### config.mk
export PLATFORM = sky130hd
export DESIGN_NAME = integer_to_ascii_digits_top
export DESIGN_NICKNAME = d
export VERILOG_FILES = /design/src/rtl/itoa_pkg.sv /design/src/rtl/integer_to_ascii_digits_top.sv /design/src/rtl/itoa_digit_unit.sv
export VERILOG_INCLUDE_DIRS = /design/src /design/src/rtl
export SDC_FILE = /design/constraint.sdc
export NUM_CORES = 1
export LEC_CHECK = 0
export BUFFER_PORTS_ARGS = -buffer_cell sky130_fd_sc_hd__buf_2
export CAP_MARGIN = 40
export CORE_MARGIN = 2
export CORE_UTILIZATION = 55
export DETAILED_ROUTE_END_ITERATION = 16
export PLACE_DENSITY = 0.74
export SETUP_SLACK_MARGIN = 0.15
export SYNTH_ARGS = -nofsm -noshare
export SYNTH_HDL_FRONTEND = slang
export SYNTH_SLANG_ARGS = --single-unit
### constraint.sdc
create_clock -name clk -period 7.2 [get_ports clk]
set_input_delay 1.08 -clock clk [delete_from_list [all_inputs] [get_ports clk]]
set_output_delay 1.08 -clock clk [all_outputs]
set_load 0.02 [all_outputs]
### src/rtl/integer_to_ascii_digits_top_macros.svh
// ----------------------------------------------------------------------------
// integer_to_ascii_digits_top_macros
// Assertion macros used by the RTL top of the ASCII digit converter.
// ----------------------------------------------------------------------------
`ifndef INTEGER_TO_ASCII_DIGITS_TOP_MACROS_SVH
`define INTEGER_TO_ASCII_DIGITS_TOP_MACROS_SVH

// Same-cycle implication, checked outside reset.
`define ITOA_ASSERT_NOW(lbl, clk_s, rstn_s, ante, cons, msg) \
  lbl: assert property (@(posedge clk_s) disable iff (!(rstn_s)) (ante) |-> (cons)) \
    else $error(msg);

// Next-cycle implication, checked outside reset.
`define ITOA_ASSERT_NEXT(lbl, clk_s, rstn_s, ante, cons, msg) \
  lbl: assert property (@(posedge clk_s) disable iff (!(rstn_s)) (ante) |=> (cons)) \
    else $error(msg);

`endif

### src/rtl/itoa_pkg.sv
// ----------------------------------------------------------------------------
// itoa_pkg
// Shared constants, types and the digit lookup of the ASCII digit converter.
// ----------------------------------------------------------------------------
package itoa_pkg;

  localparam int VALUE_WIDTH_DEF = 64;
  localparam int MAX_CHARS_DEF   = 20;

  localparam int OPCODE_W    = 2;
  localparam int NUMBER_W    = 64;
  localparam int IN_TDATA_W  = 72;
  localparam int OUT_TDATA_W = 8;

  // Digit register: enough BCD digits for any value up to 64 bits.
  localparam int NUM_DIGITS = 20;
  localparam int DIG_BITS   = NUM_DIGITS * 4;
  localparam int ND_W       = $clog2(NUM_DIGITS + 1);

  localparam logic [OPCODE_W-1:0] OP_UDEC = 2'd0;
  localparam logic [OPCODE_W-1:0] OP_SDEC = 2'd1;
  localparam logic [OPCODE_W-1:0] OP_HEX  = 2'd2;

  localparam logic [7:0] CH_MINUS = 8'h2D;
  localparam logic [7:0] CH_ZERO  = 8'h30;
  localparam logic [7:0] CH_X     = 8'h78;

  localparam logic [2:0] CMD_NOP      = 3'd0;
  localparam logic [2:0] CMD_LOAD_DEC = 3'd1;
  localparam logic [2:0] CMD_LOAD_HEX = 3'd2;
  localparam logic [2:0] CMD_DABBLE   = 3'd3;
  localparam logic [2:0] CMD_SHIFT    = 3'd4;

  typedef struct packed {
    logic [2:0]          code;
    logic [NUMBER_W-1:0] value;
  } unit_cmd_t;

  typedef struct packed {
    logic [3:0] top_digit;
    logic       top_zero;
  } unit_stat_t;

  function automatic logic [7:0] digit_char(input logic [3:0] d);
    logic [7:0] c;
    case (d)
      4'h0: c = 8'h30;
      4'h1: c = 8'h31;
      4'h2: c = 8'h32;
      4'h3: c = 8'h33;
      4'h4: c = 8'h34;
      4'h5: c = 8'h35;
      4'h6: c = 8'h36;
      4'h7: c = 8'h37;
      4'h8: c = 8'h38;
      4'h9: c = 8'h39;
      4'hA: c = 8'h41;
      4'hB: c = 8'h42;
      4'hC: c = 8'h43;
      4'hD: c = 8'h44;
      4'hE: c = 8'h45;
      default: c = 8'h46;
    endcase
    return c;
  endfunction

endpackage

### src/rtl/integer_to_ascii_digits_top.sv
// ----------------------------------------------------------------------------
// integer_to_ascii_digits_top
// Turns one 64-bit value into ASCII text (unsigned, signed or 0x hex),
// most significant character first, last character flagged by tlast.
// ----------------------------------------------------------------------------
//  channel | dir | fields
//  in_*    | in  | tdata: opcode [1:0], number [65:2]
//  out_*   | out | tdata: character [7:0]; tlast: last
//
//  Steps per value: accept, VALUE_WIDTH shift/add-3 steps (decimal only),
//  up to NUM_DIGITS-1 steps to drop leading zero digits plus one to leave,
//  then the characters one by one, each sent while the output register is free.
//  in_tready is high only while no value is in work; the last character may
//  still wait in the output register when the next value is taken.
//  Reset (rst_n low, synchronous) clears the sequencer and the output valid.
// ----------------------------------------------------------------------------
`include "integer_to_ascii_digits_top_macros.svh"

module integer_to_ascii_digits_top #(
  parameter int VALUE_WIDTH = itoa_pkg::VALUE_WIDTH_DEF,
  parameter int MAX_CHARS   = itoa_pkg::MAX_CHARS_DEF
) (
  input  logic                             clk,
  input  logic                             rst_n,
  input  logic                             in_tvalid,
  output logic                             in_tready,
  input  logic [itoa_pkg::IN_TDATA_W-1:0]  in_tdata,   // opcode, number
  output logic                             out_tvalid,
  input  logic                             out_tready,
  output logic [itoa_pkg::OUT_TDATA_W-1:0] out_tdata,  // character
  output logic                             out_tlast
);

  localparam int CNT_W  = $clog2(VALUE_WIDTH + 1);
  localparam int OCNT_W = $clog2(MAX_CHARS);
  localparam int ND_W   = itoa_pkg::ND_W;

  localparam logic [1:0] S_IDLE = 2'd0;
  localparam logic [1:0] S_CONV = 2'd1;
  localparam logic [1:0] S_SKIP = 2'd2;
  localparam logic [1:0] S_EMIT = 2'd3;

  logic [1:0]        state_r, state_nxt;
  logic [CNT_W-1:0]  cnt_r, cnt_nxt;
  logic [ND_W-1:0]   ndig_r, ndig_nxt;
  logic [OCNT_W-1:0] ocnt_r, ocnt_nxt;
  logic [1:0]        pre_r, pre_nxt;
  logic              hex_r, hex_nxt;
  logic              ovld_r, ovld_nxt;
  logic [7:0]        ochar_r, ochar_nxt;
  logic              olast_r, olast_nxt;

  itoa_pkg::unit_cmd_t  cmd;
  itoa_pkg::unit_stat_t stat;

  logic [itoa_pkg::OPCODE_W-1:0] opcode;
  logic [VALUE_WIDTH-1:0]        val;
  logic [VALUE_WIDTH-1:0]        mag;
  logic                          neg;
  logic                          out_free;
  logic                          emit_last;
  logic                          emit_load;

  assign opcode   = in_tdata[itoa_pkg::OPCODE_W-1:0];
  assign val      = in_tdata[itoa_pkg::OPCODE_W +: VALUE_WIDTH];
  assign neg      = (opcode == itoa_pkg::OP_SDEC) && val[VALUE_WIDTH-1];
  assign mag      = neg ? (~val + 1'b1) : val;
  assign out_free = !ovld_r || out_tready;
  assign emit_last = (ocnt_r == OCNT_W'(MAX_CHARS - 1)) ||
                     ((pre_r == 2'd0) && (ndig_r == ND_W'(1)));
  assign emit_load = (state_r == S_EMIT) && out_free;

  assign in_tready = (state_r == S_IDLE);

  always_comb begin
    state_nxt = state_r;
    cnt_nxt   = cnt_r;
    ndig_nxt  = ndig_r;
    ocnt_nxt  = ocnt_r;
    pre_nxt   = pre_r;
    hex_nxt   = hex_r;
    ovld_nxt  = ovld_r && !out_tready;
    ochar_nxt = ochar_r;
    olast_nxt = olast_r;
    cmd.code  = itoa_pkg::CMD_NOP;
    cmd.value = itoa_pkg::NUMBER_W'(mag);
    case (state_r)
      S_IDLE: begin
        if (in_tvalid) begin
          hex_nxt  = (opcode == itoa_pkg::OP_HEX);
          pre_nxt  = (opcode == itoa_pkg::OP_HEX) ? 2'd2 : (neg ? 2'd1 : 2'd0);
          cnt_nxt  = CNT_W'(VALUE_WIDTH);
          ndig_nxt = ND_W'(itoa_pkg::NUM_DIGITS);
          ocnt_nxt = '0;
          if (opcode == itoa_pkg::OP_HEX) begin
            cmd.code  = itoa_pkg::CMD_LOAD_HEX;
            state_nxt = S_SKIP;
          end else begin
            cmd.code  = itoa_pkg::CMD_LOAD_DEC;
            state_nxt = S_CONV;
          end
        end
      end
      S_CONV: begin
        cmd.code = itoa_pkg::CMD_DABBLE;
        cnt_nxt  = cnt_r - 1'b1;
        if (cnt_r == CNT_W'(1)) begin
          state_nxt = S_SKIP;
        end
      end
      S_SKIP: begin
        // drop leading zero digits, keep at least one
        if (stat.top_zero && (ndig_r != ND_W'(1))) begin
          cmd.code = itoa_pkg::CMD_SHIFT;
          ndig_nxt = ndig_r - 1'b1;
        end else begin
          state_nxt = S_EMIT;
        end
      end
      S_EMIT: begin
        if (out_free) begin
          ovld_nxt  = 1'b1;
          olast_nxt = emit_last;
          ocnt_nxt  = ocnt_r + 1'b1;
          if (pre_r != 2'd0) begin
            if (hex_r) begin
              ochar_nxt = (pre_r == 2'd2) ? itoa_pkg::CH_ZERO : itoa_pkg::CH_X;
            end else begin
              ochar_nxt = itoa_pkg::CH_MINUS;
            end
            pre_nxt = pre_r - 1'b1;
          end else begin
            ochar_nxt = itoa_pkg::digit_char(stat.top_digit);
            cmd.code  = itoa_pkg::CMD_SHIFT;
            ndig_nxt  = ndig_r - 1'b1;
          end
          if (emit_last) begin
            state_nxt = S_IDLE;
          end
        end
      end
      default: begin
        state_nxt = S_IDLE;
      end
    endcase
  end

  always_ff @(posedge clk) begin
    if (!rst_n) begin
      state_r <= S_IDLE;
      ovld_r  <= 1'b0;
    end else begin
      state_r <= state_nxt;
      ovld_r  <= ovld_nxt;
    end
  end

  always_ff @(posedge clk) begin
    cnt_r   <= cnt_nxt;
    ndig_r  <= ndig_nxt;
    ocnt_r  <= ocnt_nxt;
    pre_r   <= pre_nxt;
    hex_r   <= hex_nxt;
    ochar_r <= ochar_nxt;
    olast_r <= olast_nxt;
  end

  itoa_digit_unit #(
    .VALUE_WIDTH(VALUE_WIDTH)
  ) u_digit_unit (
    .clk  (clk),
    .cmd  (cmd),
    .stat (stat)
  );

  assign out_tvalid = ovld_r;
  assign out_tdata  = ochar_r;
  assign out_tlast  = olast_r;

  `ITOA_ASSERT_NEXT(a_busy_after_accept, clk, rst_n, in_tvalid && in_tready, !in_tready, "accepted a word but stayed ready")
  `ITOA_ASSERT_NOW(a_conv_count, clk, rst_n, state_r == S_CONV, cnt_r != '0, "conversion step counter ran out")
  `ITOA_ASSERT_NOW(a_digits_left, clk, rst_n, state_r == S_EMIT, ndig_r != '0, "emitting with no digit left")
  `ITOA_ASSERT_NEXT(a_idle_after_last, clk, rst_n, emit_load && emit_last, state_r == S_IDLE && out_tlast, "last character did not end the value")

endmodule

### src/rtl/itoa_digit_unit.sv
// ----------------------------------------------------------------------------
// itoa_digit_unit
// Shared shift/add-3 unit: builds the BCD digits one input bit per step,
// or holds hex nibbles, and shifts out the top digit on request.
// ----------------------------------------------------------------------------
module itoa_digit_unit #(
  parameter int VALUE_WIDTH = itoa_pkg::VALUE_WIDTH_DEF
) (
  input  logic                  clk,
  input  itoa_pkg::unit_cmd_t   cmd,
  output itoa_pkg::unit_stat_t  stat
);

  localparam int DB = itoa_pkg::DIG_BITS;

  logic [DB-1:0]          bcd_r, bcd_nxt;
  logic [VALUE_WIDTH-1:0] bin_r, bin_nxt;
  logic [DB-1:0]          adj;

  // Add 3 to every digit of five or more before the doubling shift.
  always_comb begin
    for (int i = 0; i < itoa_pkg::NUM_DIGITS; i++) begin
      adj[i*4 +: 4] = (bcd_r[i*4 +: 4] >= 4'd5) ? (bcd_r[i*4 +: 4] + 4'd3)
                                                 : bcd_r[i*4 +: 4];
    end
  end

  always_comb begin
    bcd_nxt = bcd_r;
    bin_nxt = bin_r;
    case (cmd.code)
      itoa_pkg::CMD_LOAD_DEC: begin
        bcd_nxt = '0;
        bin_nxt = cmd.value[VALUE_WIDTH-1:0];
      end
      itoa_pkg::CMD_LOAD_HEX: begin
        bcd_nxt = {{(DB-VALUE_WIDTH){1'b0}}, cmd.value[VALUE_WIDTH-1:0]};
      end
      itoa_pkg::CMD_DABBLE: begin
        bcd_nxt = {adj[DB-2:0], bin_r[VALUE_WIDTH-1]};
        bin_nxt = {bin_r[VALUE_WIDTH-2:0], 1'b0};
      end
      itoa_pkg::CMD_SHIFT: begin
        bcd_nxt = {bcd_r[DB-5:0], 4'h0};
      end
      default: begin
        bcd_nxt = bcd_r;
      end
    endcase
  end

  always_ff @(posedge clk) begin
    bcd_r <= bcd_nxt;
    bin_r <= bin_nxt;
  end

  assign stat.top_digit = bcd_r[DB-1 -: 4];
  assign stat.top_zero  = (bcd_r[DB-1 -: 4] == 4'h0);

endmodule

==> results of run 1 <==
## Yosys cell counts (4+ instances only)
master and count:
sky130_fd_sc_hd__nand3_1 8, sky130_fd_sc_hd__nor3b_1 38, sky130_fd_sc_hd__o21ai_1 36, sky130_fd_sc_hd__clkbuf_1 43
sky130_fd_sc_hd__inv_1 64, sky130_fd_sc_hd__a22oi_1 57, sky130_fd_sc_hd__xnor2_1 61, sky130_fd_sc_hd__nor4_1 9
sky130_fd_sc_hd__o31ai_1 9, sky130_fd_sc_hd__xor2_1 30, sky130_fd_sc_hd__dfxtp_1 9, sky130_fd_sc_hd__o41ai_1 4
sky130_fd_sc_hd__nand2b_1 29, sky130_fd_sc_hd__nand2_1 89, sky130_fd_sc_hd__o21ai_0 122, sky130_fd_sc_hd__and2_1 10
sky130_fd_sc_hd__nor2b_1 5, sky130_fd_sc_hd__a21oi_1 119, sky130_fd_sc_hd__buf_1 4, sky130_fd_sc_hd__nor3_1 15
sky130_fd_sc_hd__edfxtp_1 172, sky130_fd_sc_hd__ha_1 56, sky130_fd_sc_hd__a31oi_1 10, sky130_fd_sc_hd__nand3b_1 5
sky130_fd_sc_hd__or3_1 4, sky130_fd_sc_hd__nor2_1 86
## worst max path at each step
stage	cells past startpoint	slack [ps]	start	end
5_1_grt	8	2750	state_r[0]	u_digit_unit.bcd_r[5]
6_report	8	3110	state_r[0]	u_digit_unit.bcd_r[0]
3_3_place_gp	8	2610	out_tready	u_digit_unit.bcd_r[17]
4_1_cts	8	3080	state_r[0]	u_digit_unit.bcd_r[1]
3_5_place_dp	8	2900	out_tready	u_digit_unit.bcd_r[2]
2_1_floorplan	3	780	in_tdata[0]	u_digit_unit.bin_r[0]
## flip-flops by register name, indices dropped and copies added (netlist names), named ones only
register	flops
ndig_r	5
ocnt_r	5
pre_r	2
out_tdata	7
cnt_r	7
u_digit_unit.bcd_r	80
state_r	2
hex_r	1
out_tvalid	1
out_tlast	1
u_digit_unit.bin_r	64
## layer usage
layer  track usage  up-vias  wire length (um)
met3        0.0503       23              1360
met4        0.0636        2               295
met2         0.376      211             11500
li1              -     4279                 -
met1         0.316     4114             10800
met5             0        -                13
## layout make-up
class / instances / area (um^2)
Clock buffer: 20 / 479
Antenna cell: 4 / 10.0
Inverter: 66 / 248
Multi-Input combinational cell: 844 / 5390
Fill cell: 1713 / 7630
Clock inverter: 12 / 91.3
Timing Repair Buffer: 92 / 510
Tap cell: 270 / 338
Sequential cell: 181 / 5350
## tightest hold or removal path: stages (launching register included)
cell and delay, ps:
sky130_fd_sc_hd__dfxtp_1 320, sky130_fd_sc_hd__nand2_1 50, sky130_fd_sc_hd__nand2_1 40
## logic make-up (layout without fill, tap and decap cells)
| group | count (synthesis) | count (layout) | share of synthesized area |
|---|---|---|---|
| compound gates | 375 | 375 | 0.193 |
| xor+xnor | 91 | 91 | 0.0716 |
| fa+ha+maj | 56 | 56 | 0.0629 |
| buf+inv | 115 | 190 | 0.0392 |
| flops | 181 | 181 | 0.480 |
| mux | 4 | 4 | 0.00371 |
| other cells | 1 | 5 | 0.000337 |
| simple gates | 317 | 317 | 0.149 |
## power by group through the flow
stage                     combinational, mW  sequential [mW]  clock, mW
after floorplan                        1.62             2.25          0
after global placement                 2.03             2.29          0
after detailed placement               2.12             2.30          0
after CTS                              2.14             2.29      0.919
after global routing                   2.43             2.36      0.954
final                                  2.12             2.30      0.905
## stage by stage
| stage | setup WS (ps) | instances | util |
|---|---|---|---|
| after floorplan | 776 | 1140 | - |
| after global placement | 2610 | 1451 | 0.589 |
| after detailed placement | 2900 | 1453 | 0.590 |
| after CTS | 3080 | 1485 | 0.619 |
| after global routing | 2750 | 1486 | 0.619 |
| final | 3110 | 1489 | 0.619 |
==> results by stage, run 1 <==
Outcome:
- The run finished with clean final reports.

Power and ir drop:
- Summed over all cells, the static leakage comes to approximately 4.4 nW.
- Of the total power, the clock network draws 0.170.
- Internal power comes to 3.21 mW.
- The maximum VDD drop is 0.000309 V.
- The net switching component of the power is around 2.1 mW.
- The power per cell area is between 400 and 500 nW/um^2.
- Of the total power, registers draw 0.432.
- After layout, the design draws a total of around 5.3 mW.
- The proportion of total power due to net switching is 0.397.
- The power share of the combinational group is 0.398.

Setup path:
- Among the stages of the critical path, the cell type that occurs most often is sky130_fd_sc_hd__buf_4.
- The startpoint identified for the worst register-to-register timing path is state_r[0].
- The data arrival time at the worst-slack endpoint is 4160 ps.
- The critical path contains buffers and inverters numbering 3 combined.
- Broken down by cell family, the worst path's largest delay share belongs to buffers and inverters.
- The cell with the biggest individual delay on the critical path is sky130_fd_sc_hd__buf_4.
- The element type at the critical path end is a flop.
- The worst flop-to-flop path endpoint is u_digit_unit.bcd_r[0].
- The cell depth of the worst flop-to-flop path is 8.
- The worst setup path is of the reg2reg kind.
- The signal on the critical path passes through ha_1 -> nand2_1 -> o22a_1 -> nor3_2 -> buf_4 -> nor3_1 -> inv_2 -> buf_4.
- The stage delay of the slowest cell on the critical path is 690 ps.
- The setup check on the worst reg-to-reg path leaves a slack of between 3000 and 4000 ps.
- The data required time of the critical path is approximately 7300 ps.
- The biggest fanout along the worst timing path is 77.
- The worst setup path is launched from a flop.

Global route:
- The initial antenna violation count came to 2.
- The first global-routing pass estimated between 40000 and 50000 um of wire.
- The global router's overall resource usage is 0.231.
- Entering global routing, the biggest net connects 78 pins.
- The via count of the first global-routing pass is 8243.
- The remaining global-route overflow is 0.

Timing:
- The worst slew margin relative to its limit is 0.406.
- The number of pins with negative max-slew slack in the final report is 0.
- The final hold violation count is 0.
- Setup violations remaining at the end of the flow were counted as 0.
- In the final timing run, aggregate negative setup slack is 0 ps.
- The worst path in the final design needs a cycle of slightly above 4000 ps, including I/O delays and setup.
- For this run, the top clock speed supported by timing is about 0.24 GHz.
- The worst-margin pin slew is ~890 ps.
- The hold slack is about 510 ps.
- Of the available clock period, the critical path in the final layout requires 0.568.
- The setup skew after layout is 13.8 ps.
- Setup repair after global routing left no endpoint under its margin.

Yosys:
- Yosys mapped a number of flops with a built-in enable equal to between 150 and 200.
- In the synthesized netlist the dominant register cell turns out to be sky130_fd_sc_hd__edfxtp_1.
- The number of nets handed over by synthesis was 1272.
- Synthesis inferred ~180 register bits.
- The synthesis warning total is 0.
- The average cell area after synthesis is around 9.8 um^2.
- Sorting the synthesized cells by area gives the leading types as sky130_fd_sc_hd__edfxtp_1 (46%), sky130_fd_sc_hd__ha_1 (6.3%), sky130_fd_sc_hd__o21ai_0 (5.5%).
- The number of unique standard cell types used by synthesis is 58.
- The number of cells produced by synthesis is between 1k and 1.5k.
- The share of synthesized area in the top cell type comes to 0.464.
- The summed instance area of the synthesized netlist is 11100 um^2.
- For this run, the register share of the synthesized area comes to 0.480.
- Of all flip-flops after synthesis, the portion carrying an async set or reset was 0.
- The synthesized design spends more area on one cell type than any other, namely sky130_fd_sc_hd__edfxtp_1.

Floorplan:
- The width of the chip is around 150 um.
- The die boundary height is approximately 150 um.
- The initial core utilization is 0.556.
- The die covers between 20000 and 25000 um^2.
- The core area is around 20000 um^2.
- The total I/O pin count is a little under 90.
- The number of standard-cell rows in the floorplan is 52.

Clock network:
- The root cell of the clock tree is sky130_fd_sc_hd__clkbuf_16.
- Clock latency on the worst-skew pair, taken at its later pin, is between 400 and 500 ps.
- TritonCTS built the clock tree.
- The clock slew at the register clock pins of the worst setup and hold paths is 70 ps.
- In this run, CTS created clock tree buffers numbering 17.
- The maximum level of the CTS H-tree is 4.
- The clock passes through at most 2 buffers.
- The number of instances resized during post-cts repair is 0.
- The buffers inserted during post-CTS setup optimization is 0.
- The clock drives ~180 sinks.
- In this run, post-CTS hold repair placed 0 buffers.

Route:
- For this run, design rule violations remaining after detail routing come to 0.
- The final routed wirelength across all metal layers is 24000 um.
- In this run the remaining antenna-violating nets after routing total 0.
- The average wire length per cell after detail routing is 16.1 um.
- The via density per instance is 5.80.
- The first-iteration detailed-routing DRC count is 682.
- The number of optimization iterations in the first detailed-route pass is 5.
- The detailed-route via count is approximately 8.6k.

Layout:
- Leaving out fill and tap cells, the most frequent cell in the layout is sky130_fd_sc_hd__edfxtp_1.
- After the last flow step, the layout net total stands at around 1.3k.
- In the final layout, the share of cells above drive strength 1 is 0.117.
- Leaving out fill and tap cells, the most frequent cells in the layout are sky130_fd_sc_hd__edfxtp_1 (172), sky130_fd_sc_hd__o21ai_0 (121), sky130_fd_sc_hd__a21oi_1 (119).
- The area overhead of the layout relative to synthesis is 11.5%.
- The final design area excluding fillers is roughly 12000 um^2.

Placed design:
- At the end of routability-driven placement, the weighted congestion stood at approximately 0.81.
- The post-detailed-placement cell area is about 12000 um^2.
- In this run the tool buffered the top-level ports with approximately 80 buffer cells.
- The half-perimeter wire length of the detailed placement result is about 16000 um.

Hold path:
- The worst hold path terminates at out_tdata[4].
- In this run the worst hold path is classified as reg2reg.
- The hold path depth is 2.

Job:
- The number of max-cap violations is 0.
Note: power is estimated with default switching activity, not from simulation.
==> inputs of run 2 (changes only) <==
Settings changed: PLACE_DENSITY 0.74 to 0.77.
Clock period 7.2 ns to 3.3 ns, I/O delays scaled along.
==> results by stage, run 2 (synthesis results as in run 1) <==
Outcome:
- The flow ran to the end, and the final reports show no timing, DRC or antenna violations.

Layout:
- The area growth from synthesis to layout is 12.8%.
- The number of flip-flops under the largest register name is 80.
- In the layout the commonest cells are sky130_fd_sc_hd__edfxtp_1 (172), sky130_fd_sc_hd__o21ai_0 (121), sky130_fd_sc_hd__a21oi_1 (119).
- The register bank with the most flops is u_digit_unit.bcd_r.
- In the final layout, the registers with the most flip-flops are u_digit_unit.bcd_r: 80 flops, u_digit_unit.bin_r: 64 flops.
- Of the cells placed in the final design, the portion with a size suffix greater than 1 is 0.127.
- Measured on the finished design, the core utilization comes to 0.627.
- The net count of the finished layout is 1344.
- The library cell used most frequently in the layout, excluding fill and tap cells, is sky130_fd_sc_hd__edfxtp_1.

Global route:
- The initial antenna violation count is 4.
- The maximum number of pins on one net before global-route repair is 93.
- For this run the aggregate overflow at the end of global routing stands at 0.
- The first global-routing pass estimated 40700 um of wire.
- Across every metal layer, demand over resource in global routing totals 0.232.
- The via count of the first global-routing pass is about 8.4k.

Clock network:
- The clock passes through at most 2 buffers.
- The buffers inserted during post-CTS setup optimization is 0.
- The maximum level of the CTS H-tree is 4.
- The clock tree from TritonCTS is done.
- At the later pin of the worst-skew pair, clock insertion delay measures about 440 ps.
- The tree is rooted in a sky130_fd_sc_hd__clkbuf_16.
- The number of buffers created by CTS is 17.
- After clock tree synthesis, the clock-pin slew on the worst setup and hold paths is 70 ps.
- The clock drives about 180 sinks.

Power and ir drop:
- For this design the ratio of total power to cell area is around 940 nW/um^2.
- For this design the static power due to leakage is about 4.5 nW.
- IR analysis of the VDD net gives a maximum drop of a little under 0.0005 V.

Route:
- Dividing the detail-routed wire length by the instance count gives roughly 16 um.
- The number of DRC violations after detailed routing is 0.
- The via density per instance is 5.87.
- The detailed-route via count is 8794.
- The number of routed nets with antenna violations is 0.
- The number of optimization iterations in the first detailed-route pass is 5.
- For this block, the routed nets add up to 24600 um of wire.
- The first-iteration detailed-routing DRC count is around 700.

Timing:
- The number of pins with negative max-slew slack in the final report is 0.
- The setup skew after layout is 9.92 ps.
- The worst-margin pin slew is 775 ps.
- The final hold violation count is 0.
- Setup repair after global routing left no endpoint under its margin.
- The final critical-path required period is around 2900 ps.
- In the finished design, the share of the clock period the worst path needs comes to 0.881.
- The worst pin sits at a relative slew slack of 0.484.
- Setup violations remaining at the end of the flow were counted as 0.
- The maximum clock frequency is between 0.3 and 0.4 GHz.
- The setup TNS after final layout is 0 ps.

Placed design:
- The final weighted congestion of routability-driven global placement is about 0.84.
- The half-perimeter wire length of the detailed placement result is between 15000 and 20000 um.
- The number of buffers inserted by port buffering is between 70 and 80.

Floorplan:
- The die is ~150 um tall.
- After floorplanning, the core was sized to cover ~20000 um^2.
- The floorplan step defined a die boundary enclosing roughly 21000 um^2.
- The number of standard-cell rows in the floorplan is 52.
- The width of the chip is 146 um.
- The total I/O pin count is 87.
- For this configuration, the core starts out at a cell density of 0.556.

Job:
- The tool flagged a number of max-cap violations equal to 0.

Setup path:
- STA puts the critical path data required time at 3660 ps.
- The category of the critical setup timing path is reg2reg.
- The element type at the critical path end is a flop.
- The setup slack of the worst register-to-register path is 390 ps.
- Along the worst path, the maximum fanout reaches 6.
- The worst setup path startpoint is u_digit_unit.bcd_r[76].
- Measured in cells, the most critical reg-to-reg path has a length of 10.
- The worst flop-to-flop path startpoint is u_digit_unit.bcd_r[76].
- Data on the critical path arrives at its endpoint at roughly 3300 ps.
- STA classifies the critical path startpoint as a flop.

Hold path:
- The class of the tightest hold or removal check is in2reg.
-- run 2: cell count changes in the layout (fill, tap and decap cells not counted), moves of 3 or more --
cell	delta
sky130_fd_sc_hd__clkinvlp_4	+4
sky130_fd_sc_hd__clkinv_2	-3
sky130_fd_sc_hd__clkinv_4	-4
sky130_fd_sc_hd__buf_4	+7
sky130_fd_sc_hd__buf_12	+3
-- run 2: worst min path at each step --
stage / startpoint / endpoint / slack [ps] / cells past startpoint
2_1_floorplan: u_digit_unit.bin_r[25] / u_digit_unit.bin_r[26] / 480 / 2
3_3_place_gp: u_digit_unit.bin_r[25] / u_digit_unit.bin_r[26] / 500 / 2
3_5_place_dp: flop / out_tdata[6] / 500 / 2
4_1_cts: rst_n / state_r[1] / 290 / 3
5_1_grt: rst_n / out_tvalid / 300 / 2
6_report: rst_n / state_r[1] / 300 / 3
-- run 2: power breakdown --
group	switching, mW	internal, mW	total, mW	leakage [nW]
Sequential	0.818	4.19	5.01	1.76
Clock	0.943	1.16	2.10	0.280
Combinational	2.96	1.78	4.74	2.42
Total	4.72	7.14	11.9	4.47
-- run 2: per-stage QoR --
step | cell area, um^2 | cells | total power [mW] | setup WS, ps | hold WS (ps)
2_1_floorplan | 11200 | 1140 | 8.38 | 156 | 484
3_3_place_gp | 11900 | 1462 | 9.50 | 265 | 497
3_5_place_dp | 11900 | 1463 | 9.75 | 172 | 503
4_1_cts | 12500 | 1495 | 11.9 | 357 | 286
5_1_grt | 12600 | 1497 | 12.8 | 238 | 298
6_report | 12600 | 1498 | 11.9 | 392 | 299
-- run 2: critical path: stages, from the launching register on --
cell and delay (ps):
sky130_fd_sc_hd__edfxtp_1 450, sky130_fd_sc_hd__inv_1 120, sky130_fd_sc_hd__ha_1 200, sky130_fd_sc_hd__nand4bb_1 140
sky130_fd_sc_hd__o22a_1 280, sky130_fd_sc_hd__nor3_2 420, sky130_fd_sc_hd__nor3_4 140, sky130_fd_sc_hd__a21oi_1 400
sky130_fd_sc_hd__ha_1 320, sky130_fd_sc_hd__or2_0 230, sky130_fd_sc_hd__a31oi_1 160
-- run 2: final cells by class --
class	instances	area, um^2
Inverter	66	251
Clock inverter	14	164
Clock buffer	18	439
Fill cell	1666	7480
Sequential cell	181	5350
Tap cell	270	338
Antenna cell	3	7.51
Multi-Input combinational cell	844	5410
Timing Repair Buffer	102	607
-- run 2: metal layers --
metal  vias up  global-route usage  wire, um
met3        32              0.0438      1350
li1       4293                   -         -
met1      4191               0.304     10700
met5         -                   0        13
met2       276               0.395     12200
met4         2              0.0665       372
-- run 2: what timing repair did --
item / CTS / global route
gates resized for setup: 0 / 1
endpoints found under the setup margin: 0 / 1
hold buffers: 0 / 0
